### config.mk
export PLATFORM = sky130hd
export DESIGN_NAME = tam_csr
export DESIGN_NICKNAME = d
export VERILOG_FILES = /design/src/sv/tam_pkg.sv /design/src/sv/tam_csr.sv
export SDC_FILE = /design/constraint.sdc
export NUM_CORES = 1
export LEC_CHECK = 0
export BUFFER_PORTS_ARGS = -buffer_cell sky130_fd_sc_hd__buf_2
export CORE_ASPECT_RATIO = 1.1
export CORE_MARGIN = 2
export CORE_UTILIZATION = 45
export DETAILED_ROUTE_END_ITERATION = 12
export GPL_TIMING_DRIVEN = 0
export HOLD_SLACK_MARGIN = 0.02
export PLACE_DENSITY = 0.71
export SYNTH_ARGS = -nofsm -noshare
export SYNTH_HDL_FRONTEND = slang
export SYNTH_SLANG_ARGS = --single-unit
### constraint.sdc
create_clock -name clock -period 2.43 [get_ports clock]
set_input_delay 0.243 -clock clock [delete_from_list [all_inputs] [get_ports clock]]
set_output_delay 0.243 -clock clock [all_outputs]
set_load 0.02 [all_outputs]
### src/sv/tam_pkg.sv
package tam_pkg;

   localparam int SAMPLE_BITS_DEFAULT = 12;
   localparam int SCALE = 10;
   localparam int TEMP_W = 16;
   localparam int CSR_ADDR_W = 5;
   localparam int CSR_DATA_W = 32;
   localparam int EVENT_W = 32;

   localparam int TEMP_MAX = 32767;
   localparam int TEMP_MIN = -32768;

   localparam logic signed [TEMP_W-1:0] CAL_OFFSET_RESET = 16'sd0;
   localparam logic signed [TEMP_W-1:0] WARN_LO_RESET = -16'sd200;
   localparam logic signed [TEMP_W-1:0] WARN_HI_RESET = 16'sd1250;
   localparam logic [7:0] HYST_RESET = 8'd20;
   localparam logic signed [TEMP_W-1:0] VALID_MIN_RESET = -16'sd400;
   localparam logic signed [TEMP_W-1:0] VALID_MAX_RESET = 16'sd1500;

   typedef enum logic [2:0] {
      TS_NORMAL    = 3'd0,
      TS_WARN_LOW  = 3'd1,
      TS_WARN_HIGH = 3'd2,
      TS_ERR_LOW   = 3'd3,
      TS_ERR_HIGH  = 3'd4
   } temp_state_type;

   typedef enum logic [1:0] {
      SC_OK        = 2'd0,
      SC_WARN_LOW  = 2'd1,
      SC_WARN_HIGH = 2'd2,
      SC_ERROR     = 2'd3
   } sys_cond_type;

   typedef enum logic [2:0] {
      REG_CAL_OFFSET = 3'd0,
      REG_WARN_LO    = 3'd1,
      REG_WARN_HI    = 3'd2,
      REG_HYST       = 3'd3,
      REG_VALID_MIN  = 3'd4,
      REG_VALID_MAX  = 3'd5
   } csr_index_type;

   typedef struct packed {
      logic signed [TEMP_W-1:0] cal_offset;
      logic signed [TEMP_W-1:0] warn_lo;
      logic signed [TEMP_W-1:0] warn_hi;
      logic [7:0]               hyst_margin;
      logic signed [TEMP_W-1:0] valid_min;
      logic signed [TEMP_W-1:0] valid_max;
   } cfg_type;

   typedef struct packed {
      logic signed [TEMP_W-1:0] temperature;
      temp_state_type           temp_state;
      logic                     low_alert_active;
      logic                     high_alert_active;
      logic                     event_valid;
      temp_state_type           event_kind;
      logic [EVENT_W-1:0]       event_number;
      sys_cond_type             system_condition;
      logic                     state_changed;
   } rsp_word_type;

endpackage

### src/sv/tam_csr.sv
module tam_csr import tam_pkg::*; (
   input  logic                  clock,
   input  logic                  reset,
   input  logic                  psel,
   input  logic                  penable,
   input  logic                  pwrite,
   input  logic [CSR_ADDR_W-1:0] paddr,
   input  logic [CSR_DATA_W-1:0] pwdata,
   output logic [CSR_DATA_W-1:0] prdata,
   output logic                  pready,
   output cfg_type               cfg
);

   cfg_type       cfg_ff;
   cfg_type       cfg_in;
   csr_index_type index;
   logic          wr_en;

   assign index = csr_index_type'(paddr[4:2]);
   assign wr_en = psel && penable && pwrite;
   assign pready = 1'b1;
   assign cfg = cfg_ff;

   always_comb begin
      cfg_in = cfg_ff;
      if (wr_en) begin
         case (index)
            REG_CAL_OFFSET: cfg_in.cal_offset = pwdata[TEMP_W-1:0];
            REG_WARN_LO:    cfg_in.warn_lo = pwdata[TEMP_W-1:0];
            REG_WARN_HI:    cfg_in.warn_hi = pwdata[TEMP_W-1:0];
            REG_HYST:       cfg_in.hyst_margin = pwdata[7:0];
            REG_VALID_MIN:  cfg_in.valid_min = pwdata[TEMP_W-1:0];
            REG_VALID_MAX:  cfg_in.valid_max = pwdata[TEMP_W-1:0];
            default:        cfg_in = cfg_ff;
         endcase
      end
   end

   always_comb begin
      case (index)
         REG_CAL_OFFSET: prdata = CSR_DATA_W'($signed(cfg_ff.cal_offset));
         REG_WARN_LO:    prdata = CSR_DATA_W'($signed(cfg_ff.warn_lo));
         REG_WARN_HI:    prdata = CSR_DATA_W'($signed(cfg_ff.warn_hi));
         REG_HYST:       prdata = CSR_DATA_W'(cfg_ff.hyst_margin);
         REG_VALID_MIN:  prdata = CSR_DATA_W'($signed(cfg_ff.valid_min));
         REG_VALID_MAX:  prdata = CSR_DATA_W'($signed(cfg_ff.valid_max));
         default:        prdata = '0;
      endcase
   end

   always_ff @(posedge clock) begin
      if (reset) begin
         cfg_ff.cal_offset <= CAL_OFFSET_RESET;
         cfg_ff.warn_lo <= WARN_LO_RESET;
         cfg_ff.warn_hi <= WARN_HI_RESET;
         cfg_ff.hyst_margin <= HYST_RESET;
         cfg_ff.valid_min <= VALID_MIN_RESET;
         cfg_ff.valid_max <= VALID_MAX_RESET;
      end else begin
         cfg_ff <= cfg_in;
      end
   end

endmodule

==> results.cfg <==
[pwr]
p_per_area_mw_per_mm2 = 540
switching_share_pct = 27.3
power_leakage_nw = 2.63
pwr-share-comb_pct = 14.6
p_sw_mw = 0.791
irDropWorstVdd_uv = 268
clkPwrFrac_pct = 35.0
p_seq_share_pct = 50.3
p_int_mw = 2.11

[final_layout]
fill_cells = 869
syn_to_final_growth_pct = 23.8
multi_input_area_mm2 = 0.00230
finalNonFillerCells = 718
drive_above_1_share_pct = 34.4
regArea_mm2 = 0.00176
mostFrequentLayoutCell = buf_2
n_antenna_cell = 0
final_cell_mix = buf_2 (151), mux2i_1 (96), dfxtp_1 (88), nand2b_1 (63), nor2_1 (52)
largest_reg_flops = 88
final_cell_area_mm2 = 0.00538
nets = 639

[run]
drv_cap = 0

[cts]
path_clk_slew_ns = 0.09
cts.sinks = 88
cts_tree = done
post-cts-setup-buffers = 0
postCtsHoldBufs = 0
numCtsBuffers = 9
worstSkewPairLatency_ns = 0.36
htreeDepth = 3
postCtsResizedCells = 3
max-clock-path-buffers = 2
ctsRootBufferMaster = clkbuf_8

[sta]
hold_viol = 0
holdWs_ns = 0.153
tightest_slew_ns = 0.663
setup_slack_ns = 0.212
rsz0062_at_grt = false
relSlewSlack_pct = 55.8
setup_viol = 0
fin_skew_ns = 0
fin_crit_ns = 2.22
slew_violations = 0
min_period_over_period_pct = 91.3
max_freq_ghz = 0.451

[drt]
drtIter0Drc = 190
wl_per_cell_um = 19.1
drc = 0
drt-vias-per-instance = 5.49
vias = 3939
firstDrtPassIters = 7
wirelength_um = 13700
postRouteAntennaNets = 0

[synth]
synth_area_leaders = dfxtp_1 (41%), mux2i_1 (22%), nand2b_1 (9.1%)
syn_avg_cell_area_um2 = 9.69
yosys_warnings = 0
synth_area_leader_cell = dfxtp_1
synth.top_cell.area_share_pct = 40.6
seq_area_frac_synth_pct = 40.6
yosysUniqueCellTypes = 34
synth_seq_cells = 88
netlist_area_mm2 = 0.00434
syn_inst = 448
syn_nets = 490

[setup_path]
critPathArrivalTime_ns = 1.98
crit_required_ns = 2.19
cp-end-kind = primary output
criticalPathCategory = primary input to primary output
startpoint_type = primary input
cp_max_fo = 17

[floorplan]
die-height_um = 107
fp.dieArea_mm2 = 0.0104
core_area_mm2 = 0.00935
start_util_pct = 46.4
boundaryPins = 163
die_w_um = 97.6
rows = 37

[placement]
post-place-ws_ns = -0.331
place_inst = 704
routabilityCongestion = 0.872
dpl_cell_area_mm2 = 0.00518
io_buffers = 139
dp_hpwl_um = 9780

[grt]
antenna_found_initial = 1
overflow = 0
grt_pass1_wl_um = 20800
grt_pass1_vias = 3905
grt_max_degree = 18
grt_usage_pct = 25.7

[status]
outcome = finished, final reports clean

[min_path]
hold_path.class = primary input to flip-flop
power by group through the flow:
| stage | Sequential [mW] | Clock [mW] | Combinational [mW] |
|---|---|---|---|
| after floorplan | 1.51 | 0 | 0.265 |
| after global placement | 1.49 | 0 | 0.416 |
| after detailed placement | 1.49 | 0 | 0.421 |
| after CTS | 1.46 | 1.02 | 0.424 |
| after global routing | 1.46 | 1.09 | 0.451 |
| final | 1.46 | 1.02 | 0.425 |
Yosys cell counts:
library cell	count
nor3_1	1
inv_1	1
and4b_1	1
and4_1	1
nor2_4	1
nand4b_4	1
a21oi_1	4
buf_6	2
a32oi_1	1
clkbuf_1	18
nand3_2	1
o31ai_1	1
o21a_1	4
or3_1	3
mux2_2	17
o221ai_1	2
nand2_1	4
nand4_1	1
mux2i_1	96
nor2b_1	10
nor2_1	53
nor2_2	1
nand3_1	2
buf_4	18
o21ai_0	15
dfxtp_1	88
conb_1	1
buf_2	12
o2bb2ai_1	1
nand2b_1	63
a221oi_1	6
o22ai_1	4
o32a_1	1
a22oi_1	13
worst max-delay path, cell delays in order:
cell and delay (ns):
buf_2 0.16, buf_2 0.32, mux2_2 0.38, a221oi_1 0.39
nor2_4 0.16, buf_4 0.16, buf_2 0.15
through the flow:
step                utilization (%)  total power [mW]  TNS (ns)
global route                   57.5              3.00         0
CTS                            57.5              2.91         0
global placement               55.4              1.91     -4.03
finish                         57.5              2.90         0
floorplan                         -              1.77         0
detailed placement             55.4              1.92     -5.49
final timing paths:
kind | from | end | cells after the start | slack, ns
hold reg to reg | cfg[63] | cfg[63] | 2 | 0.49
setup / recovery | paddr[3] | prdata[21] | 7 | 0.21
hold / removal | pwdata[10] | cfg[82] | 3 | 0.15
setup reg to reg | cfg[33] | cfg[33] | 3 | 1.62
kinds of logic (layout without fill, tap and decap cells):
family          after synthesis  after routing  synth area share, %
compound gates               52             52                 8.13
other cells                   1              1               0.0864
mux                         113            113                 26.5
buf+inv                      51            204                 6.66
simple gates                143            143                 18.0
flops                        88             88                 40.6
layout make-up:
class                           count  share of cell area, %
Timing Repair Buffer              139                   12.9
Tap cell                          117                   2.72
Multi-Input combinational cell    309                   42.7
Sequential cell                    88                   32.8
Clock buffer                       12                   2.70
Inverter                            1                 0.0698
Buffer                             49                   5.26
Clock inverter                      3                  0.791
layer usage:
layer	wire, µm	up-vias	track usage [%]
met2	6560	184	42.4
met1	5790	1895	32.7
met3	1100	25	5.67
li1	-	1835	-
met5	0	-	0
met4	291	0	10.7
No activity file was read; power rests on OpenSTA's default activity.
