<file path="src/sv/tam_pkg.sv">
package tam_pkg;

   localparam int SAMPLE_BITS_DEFAULT = 12;
   localparam int SCALE = 10;
   localparam int TEMP_W = 16;
   localparam int CSR_ADDR_W = 5;
   localparam int CSR_DATA_W = 32;
   localparam int EVENT_W = 32;

   localparam int TEMP_MAX = 32767;
   localparam int TEMP_MIN = -32768;

   localparam logic signed [TEMP_W-1:0] CAL_OFFSET_RESET = 16'sd0;
   localparam logic signed [TEMP_W-1:0] WARN_LO_RESET = -16'sd200;
   localparam logic signed [TEMP_W-1:0] WARN_HI_RESET = 16'sd1250;
   localparam logic [7:0] HYST_RESET = 8'd20;
   localparam logic signed [TEMP_W-1:0] VALID_MIN_RESET = -16'sd400;
   localparam logic signed [TEMP_W-1:0] VALID_MAX_RESET = 16'sd1500;

   typedef enum logic [2:0] {
      TS_NORMAL    = 3'd0,
      TS_WARN_LOW  = 3'd1,
      TS_WARN_HIGH = 3'd2,
      TS_ERR_LOW   = 3'd3,
      TS_ERR_HIGH  = 3'd4
   } temp_state_type;

   typedef enum logic [1:0] {
      SC_OK        = 2'd0,
      SC_WARN_LOW  = 2'd1,
      SC_WARN_HIGH = 2'd2,
      SC_ERROR     = 2'd3
   } sys_cond_type;

   typedef enum logic [2:0] {
      REG_CAL_OFFSET = 3'd0,
      REG_WARN_LO    = 3'd1,
      REG_WARN_HI    = 3'd2,
      REG_HYST       = 3'd3,
      REG_VALID_MIN  = 3'd4,
      REG_VALID_MAX  = 3'd5
   } csr_index_type;

   typedef struct packed {
      logic signed [TEMP_W-1:0] cal_offset;
      logic signed [TEMP_W-1:0] warn_lo;
      logic signed [TEMP_W-1:0] warn_hi;
      logic [7:0]               hyst_margin;
      logic signed [TEMP_W-1:0] valid_min;
      logic signed [TEMP_W-1:0] valid_max;
   } cfg_type;

   typedef struct packed {
      logic signed [TEMP_W-1:0] temperature;
      temp_state_type           temp_state;
      logic                     low_alert_active;
      logic                     high_alert_active;
      logic                     event_valid;
      temp_state_type           event_kind;
      logic [EVENT_W-1:0]       event_number;
      sys_cond_type             system_condition;
      logic                     state_changed;
   } rsp_word_type;

endpackage

</file>
<file path="src/sv/tam_core.sv">
module tam_core import tam_pkg::*; #(
   parameter int SAMPLE_BITS = SAMPLE_BITS_DEFAULT
) (
   input  logic                   clock,
   input  logic                   reset,
   input  cfg_type                cfg,
   input  logic                   in_valid,
   output logic                   in_ready,
   input  logic [SAMPLE_BITS-1:0] in_sample,
   output logic                   out_valid,
   input  logic                   out_ready,
   output rsp_word_type           out_word
);

   localparam int PROD_W = SAMPLE_BITS + 4;
   localparam int SUM_W = ((PROD_W > TEMP_W) ? PROD_W : TEMP_W) + 2;
   localparam logic signed [SUM_W-1:0] SAT_HI = SUM_W'(TEMP_MAX);
   localparam logic signed [SUM_W-1:0] SAT_LO = SUM_W'(TEMP_MIN);

   logic                   s1_valid_ff, s1_valid_in;
   logic [SAMPLE_BITS-1:0] s1_sample_ff, s1_sample_in;
   logic                   out_valid_ff, out_valid_in;
   rsp_word_type           out_word_ff, out_word_in;

   temp_state_type     status_ff, status_in;
   logic               low_flag_ff, low_flag_in;
   logic               high_flag_ff, high_flag_in;
   logic [EVENT_W-1:0] counter_ff, counter_in;
   sys_cond_type       sys_ff, sys_in;

   logic                     advance;
   logic [PROD_W-1:0]        scaled;
   logic signed [SUM_W-1:0]  sum_full;
   logic signed [TEMP_W-1:0] temp;
   logic signed [TEMP_W:0]   temp_ext;
   logic signed [TEMP_W:0]   low_clear_lim;
   logic signed [TEMP_W:0]   high_clear_lim;
   logic                     ev;
   temp_state_type           kind;

   assign advance = s1_valid_ff && (!out_valid_ff || out_ready);
   assign in_ready = !s1_valid_ff || advance;
   assign out_valid = out_valid_ff;
   assign out_word = out_word_ff;

   always_comb begin
      s1_valid_in = in_ready ? in_valid : s1_valid_ff;
      s1_sample_in = (in_valid && in_ready) ? in_sample : s1_sample_ff;
      if (advance) begin
         out_valid_in = 1'b1;
      end else if (out_ready) begin
         out_valid_in = 1'b0;
      end else begin
         out_valid_in = out_valid_ff;
      end
   end

   // scale, offset and saturate; hysteresis clear limits
   always_comb begin
      scaled = PROD_W'(s1_sample_ff) * PROD_W'(SCALE);
      sum_full = $signed(SUM_W'(scaled)) + SUM_W'($signed(cfg.cal_offset));
      if (sum_full > SAT_HI) begin
         temp = TEMP_W'(TEMP_MAX);
      end else if (sum_full < SAT_LO) begin
         temp = TEMP_W'(TEMP_MIN);
      end else begin
         temp = sum_full[TEMP_W-1:0];
      end
      temp_ext = {temp[TEMP_W-1], temp};
      low_clear_lim = $signed({cfg.warn_lo[TEMP_W-1], cfg.warn_lo})
         + $signed({1'b0, 8'd0, cfg.hyst_margin});
      high_clear_lim = $signed({cfg.warn_hi[TEMP_W-1], cfg.warn_hi})
         - $signed({1'b0, 8'd0, cfg.hyst_margin});
   end

   // classification and alert state
   always_comb begin
      status_in = status_ff;
      low_flag_in = low_flag_ff;
      high_flag_in = high_flag_ff;
      sys_in = sys_ff;
      ev = 1'b0;
      kind = TS_NORMAL;
      if (temp < $signed(cfg.valid_min) || temp > $signed(cfg.valid_max)) begin
         status_in = (temp < $signed(cfg.valid_min)) ? TS_ERR_LOW : TS_ERR_HIGH;
         if (sys_ff != SC_ERROR) begin
            sys_in = SC_ERROR;
            ev = 1'b1;
            kind = status_in;
         end
      end else if (temp < $signed(cfg.warn_lo)) begin
         status_in = TS_WARN_LOW;
         if (!low_flag_ff) begin
            low_flag_in = 1'b1;
            high_flag_in = 1'b0;
            sys_in = SC_WARN_LOW;
            ev = 1'b1;
            kind = TS_WARN_LOW;
         end
      end else if (temp > $signed(cfg.warn_hi)) begin
         status_in = TS_WARN_HIGH;
         if (!high_flag_ff) begin
            high_flag_in = 1'b1;
            low_flag_in = 1'b0;
            sys_in = SC_WARN_HIGH;
            ev = 1'b1;
            kind = TS_WARN_HIGH;
         end
      end else begin
         status_in = TS_NORMAL;
         if (low_flag_ff && temp_ext > low_clear_lim) begin
            low_flag_in = 1'b0;
            if (sys_ff == SC_WARN_LOW) begin
               sys_in = SC_OK;
            end
            ev = 1'b1;
         end
         if (high_flag_ff && temp_ext < high_clear_lim) begin
            high_flag_in = 1'b0;
            if (sys_ff == SC_WARN_HIGH) begin
               sys_in = SC_OK;
            end
            ev = 1'b1;
         end
      end

      counter_in = counter_ff + EVENT_W'(ev);

      out_word_in.temperature = temp;
      out_word_in.temp_state = status_in;
      out_word_in.low_alert_active = low_flag_in;
      out_word_in.high_alert_active = high_flag_in;
      out_word_in.event_valid = ev;
      out_word_in.event_kind = kind;
      out_word_in.event_number = ev ? counter_ff : '0;
      out_word_in.system_condition = sys_in;
      out_word_in.state_changed = (status_in != status_ff);
   end

   always_ff @(posedge clock) begin
      if (reset) begin
         s1_valid_ff <= 1'b0;
         out_valid_ff <= 1'b0;
         status_ff <= TS_NORMAL;
         low_flag_ff <= 1'b0;
         high_flag_ff <= 1'b0;
         counter_ff <= '0;
         sys_ff <= SC_OK;
      end else begin
         s1_valid_ff <= s1_valid_in;
         out_valid_ff <= out_valid_in;
         if (advance) begin
            status_ff <= status_in;
            low_flag_ff <= low_flag_in;
            high_flag_ff <= high_flag_in;
            counter_ff <= counter_in;
            sys_ff <= sys_in;
         end
      end
   end

   always_ff @(posedge clock) begin
      s1_sample_ff <= s1_sample_in;
      if (advance) begin
         out_word_ff <= out_word_in;
      end
   end

endmodule

</file>
<file path="config.mk">
export PLATFORM = sky130hd
export DESIGN_NAME = tam_core
export DESIGN_NICKNAME = d
export VERILOG_FILES = /design/src/sv/tam_pkg.sv /design/src/sv/tam_core.sv
export SDC_FILE = /design/constraint.sdc
export NUM_CORES = 1
export LEC_CHECK = 0
export ABC_AREA = 1
export CORE_ASPECT_RATIO = 1.25
export CORE_MARGIN = 10
export CORE_UTILIZATION = 53
export CTS_CLUSTER_SIZE = 14
export DETAILED_ROUTE_END_ITERATION = 7
export DONT_BUFFER_PORTS = 1
export GPL_TIMING_DRIVEN = 0
export PLACE_DENSITY = 0.68
export SYNTH_ARGS = -nofsm -noshare
export SYNTH_HDL_FRONTEND = slang
export SYNTH_SLANG_ARGS = --single-unit
</file>
<file path="constraint.sdc">
create_clock -name clock -period 18.9 [get_ports clock]
set_input_delay 0 -clock clock [delete_from_list [all_inputs] [get_ports clock]]
set_output_delay 0 -clock clock [all_outputs]
set_load 0.01 [all_outputs]
</file>
==> results by group <==
Place
  – Area after DPL: 10,000 um2
  – Placed Instances: 1,466
  – Global placement routability congestion: 0.904
  – Buffers on Ports: 0
  – Detailed placer's ending HPWL: 20.1 mm

Timing
  – Worst-Margin Slew: 1.37 ns
  – Final Setup Violations: 0
  – Post-route clock period utilization: 55.4%
  – Final hold violation count: 0
  – Fmax: 95.5 MHz
  – Max Slew Vio Count: 0
  – Slew HR: 7.66%
  – RSZ-0062 raised after global routing: no
  – Sum Neg Setup Slack: 0 ns
  – Minimum clock period: 10.47 ns
  – Clock skew: 0.0221 ns

Final layout
  – Area growth syn-to-layout: 11.2%
  – Commonest non-fill, non-tap cell in the layout: nand2_1
  – Post-route insts no fill: 1,514
  – Fillers: 1,642
  – Design area: 10,800 um2
  – Share of cells above drive strength 1: 11.5%
  – Most frequent cells in the layout: nand2_1, inv_1, ha_1
  – Antenna cells: 0
  – Final #Nets: 1,516
  – Final core utilization: 59.8%

Worst setup path
  – CP Capture Type: flop
  – Most frequent CP cell: nor2_2
  – CP Max Fanout: 10
  – Crit path largest cell delay: 0.57 ns
  – Critical path type: flop to flop
  – Worst path required time: 19.22 ns
  – Arrival time worst endpoint: 10.79 ns
  – CP startpoint kind: flop
  – Slowest CP cell: nor4b_1

Yosys
  – #FFs+latches synth: 113
  – Asr flop ratio synth: 0%
  – Synthesis Warnings: 0
  – Synth area leader: edfxtp_1
  – Sequential cell area fraction in the yosys report: 30.7%
  – Syn nets: 1,475
  – EDFF count, synth: 72
  – Synth top area cells: edfxtp_1, ha_1, nand2_1
  – Post-synth top area share: 22.3%
  – Mean area per synthesized cell: 7.88 um2
  – Gate Count Post-Synth: 1,232
  – Netlist cell types: 53
  – Ys flop type: edfxtp_1
  – Synthesized cell area: 9700 um2

Pwr
  – Post-layout power: 1250 uW
  – Worst VDD drop: 0.0663 mV
  – Pwr per Cell Area: 116 nW/um2
  – Lkg Pwr: 0.00508 uW

Clock tree
  – Clock latency on the worst-skew pair: 0.43 ns
  – H-tree levels: 4
  – Clock sinks: 113
  – Setup Buffers After CTS: 0
  – Clock root buffer: clkbuf_16
  – CTS clk-pin slew, worst paths: 0.07 ns
  – CTS Buf Count: 17
  – CTS tree: built
  – Max Buffers Root-to-Sink: 2

Status
  – Status: completed

Floorplan
  – Initial Util: 53.8%
  – # IOs: 166
  – Die ar.: 24,200 um2
  – FP Rows: 55
  – Die X: 141 um
  – Core area: 18,000 um2
  – Die Height: 171 um

GRT
  – Total gr overflow: 0
  – GRT Overall Usage: 20.5%
  – Initial antenna violation count: 0
  – Largest net degree at the start of global routing: 70
  – Vias in the first global route: 7,951
  – First-pass GRT wire length: 39.6 mm

Routing
  – DR DRC count: 0
  – Antenna-violating nets left: 0
  – DR vias: 8,140
  – Vias/cell: 5.38
  – Initial DRC count: 462
  – Final wirelength: 24.8 mm
  – Routed wire per std cell: 16.4 um
  – DRT Pass-1 Iters: 7

Hold path
  – Hold crit path type: input pin to flop

Run
  – Max Cap Viol: 0
==> final timing paths <==
kind / start / end / slack [ns] / cells past startpoint
hold / removal: cfg[87] / out_word[46]$_DFFE_PP_ / 0.07 / 4
hold reg to reg: counter_ff[2]$_SDFFE_PP0P_ / counter_ff[2]$_SDFFE_PP0P_ / 0.49 / 1
setup reg to reg: s1_sample_ff[1]$_DFFE_PP_ / counter_ff[30]$_SDFFE_PP0P_ / 8.43 / 60
setup / recovery: s1_sample_ff[1]$_DFFE_PP_ / counter_ff[30]$_SDFFE_PP0P_ / 8.43 / 60
==> power by group <==
part	total [uW]	internal [uW]	switching (uW)
sequential	306	290	15.4
clock	323	188	136
combinational	621	226	394
total	1250	704	545
==> timing repair <==
action                    4_1_cts  5_1_grt
hold endpoints to repair       15        0
hold buffers                   15        0
gates resized for setup         0        0
==> worst max-delay path, delay by kind of cell (launching register included) <==
family	cells	cell delay [ns]
AO/OA/AOI/OAI	9	2.01
adder cells (fa/ha/maj)	7	1.80
buffers and inverters	8	1.24
flip-flops	1	0.44
XOR/XNOR	1	0.19
AND/OR/NAND/NOR	35	4.61
==> through the flow <==
stage | hold slack [ns] | setup slack (ns)
after floorplan | 0.0989 | 10.38
after global placement | 0.0990 | 8.23
after detailed placement | 0.0989 | 8.33
after CTS | 0.0563 | 8.28
after global routing | 0.0932 | 7.29
final | 0.0688 | 8.43
==> area by class of cell <==
class	instances	area (um2)	area share, %
tap	228	285	2.64
multi-input combinational	879	5750	53.3
clock inverter	15	159	1.47
inverter	226	850	7.88
buffer	14	124	1.15
timing repair buffer	22	210	1.95
sequential	113	2980	27.7
clock buffer	17	425	3.94
==> layer usage <==
layer | global-route usage, % | up-vias | share of wire, % | wire length [um]
met3 | 6.51 | 26 | 7.6 | 1890
met4 | 5.98 | 0 | 1.5 | 378
met1 | 22.4 | 3716 | 40 | 9920
met2 | 37.1 | 219 | 51 | 12600
met5 | 0 | - | 0 | 0
li1 | - | 4179 | - | -
==> flip-flops by register name, summed over array words and instances (netlist names) <==
| name | flops |
|---|---|
| s1_sample_ff | 12 |
| high_flag_ff | 1 |
| out_valid | 1 |
| low_flag_ff | 1 |
| counter_ff | 32 |
| out_word | 60 |
| sys_ff | 2 |
| status_ff | 3 |
| s1_valid_ff | 1 |
==> cells by family (layout without fill, tap and decap cells) <==
kind of cell    after synthesis  after routing  share of synthesized area [%]
xor+xnor                     48             48                           4.33
flops                       113            113                           30.7
buf+inv                     240            294                           9.99
compound gates              211            211                           13.3
fa+ha+maj                   139            139                           18.2
simple gates                481            481                           23.4
==> cells in the mapped netlist (18+ instances only) <==
library cell  number
nor2_1            73
nand2_2           22
nand3_1           55
a21oi_1           94
nand4_1           18
dfxtp_1           41
o21ai_0           41
xor2_1            35
ha_1             135
nand2_1          235
inv_1            214
edfxtp_1          72
a21oi_2           27
No activity file was read; power rests on OpenSTA's default activity.
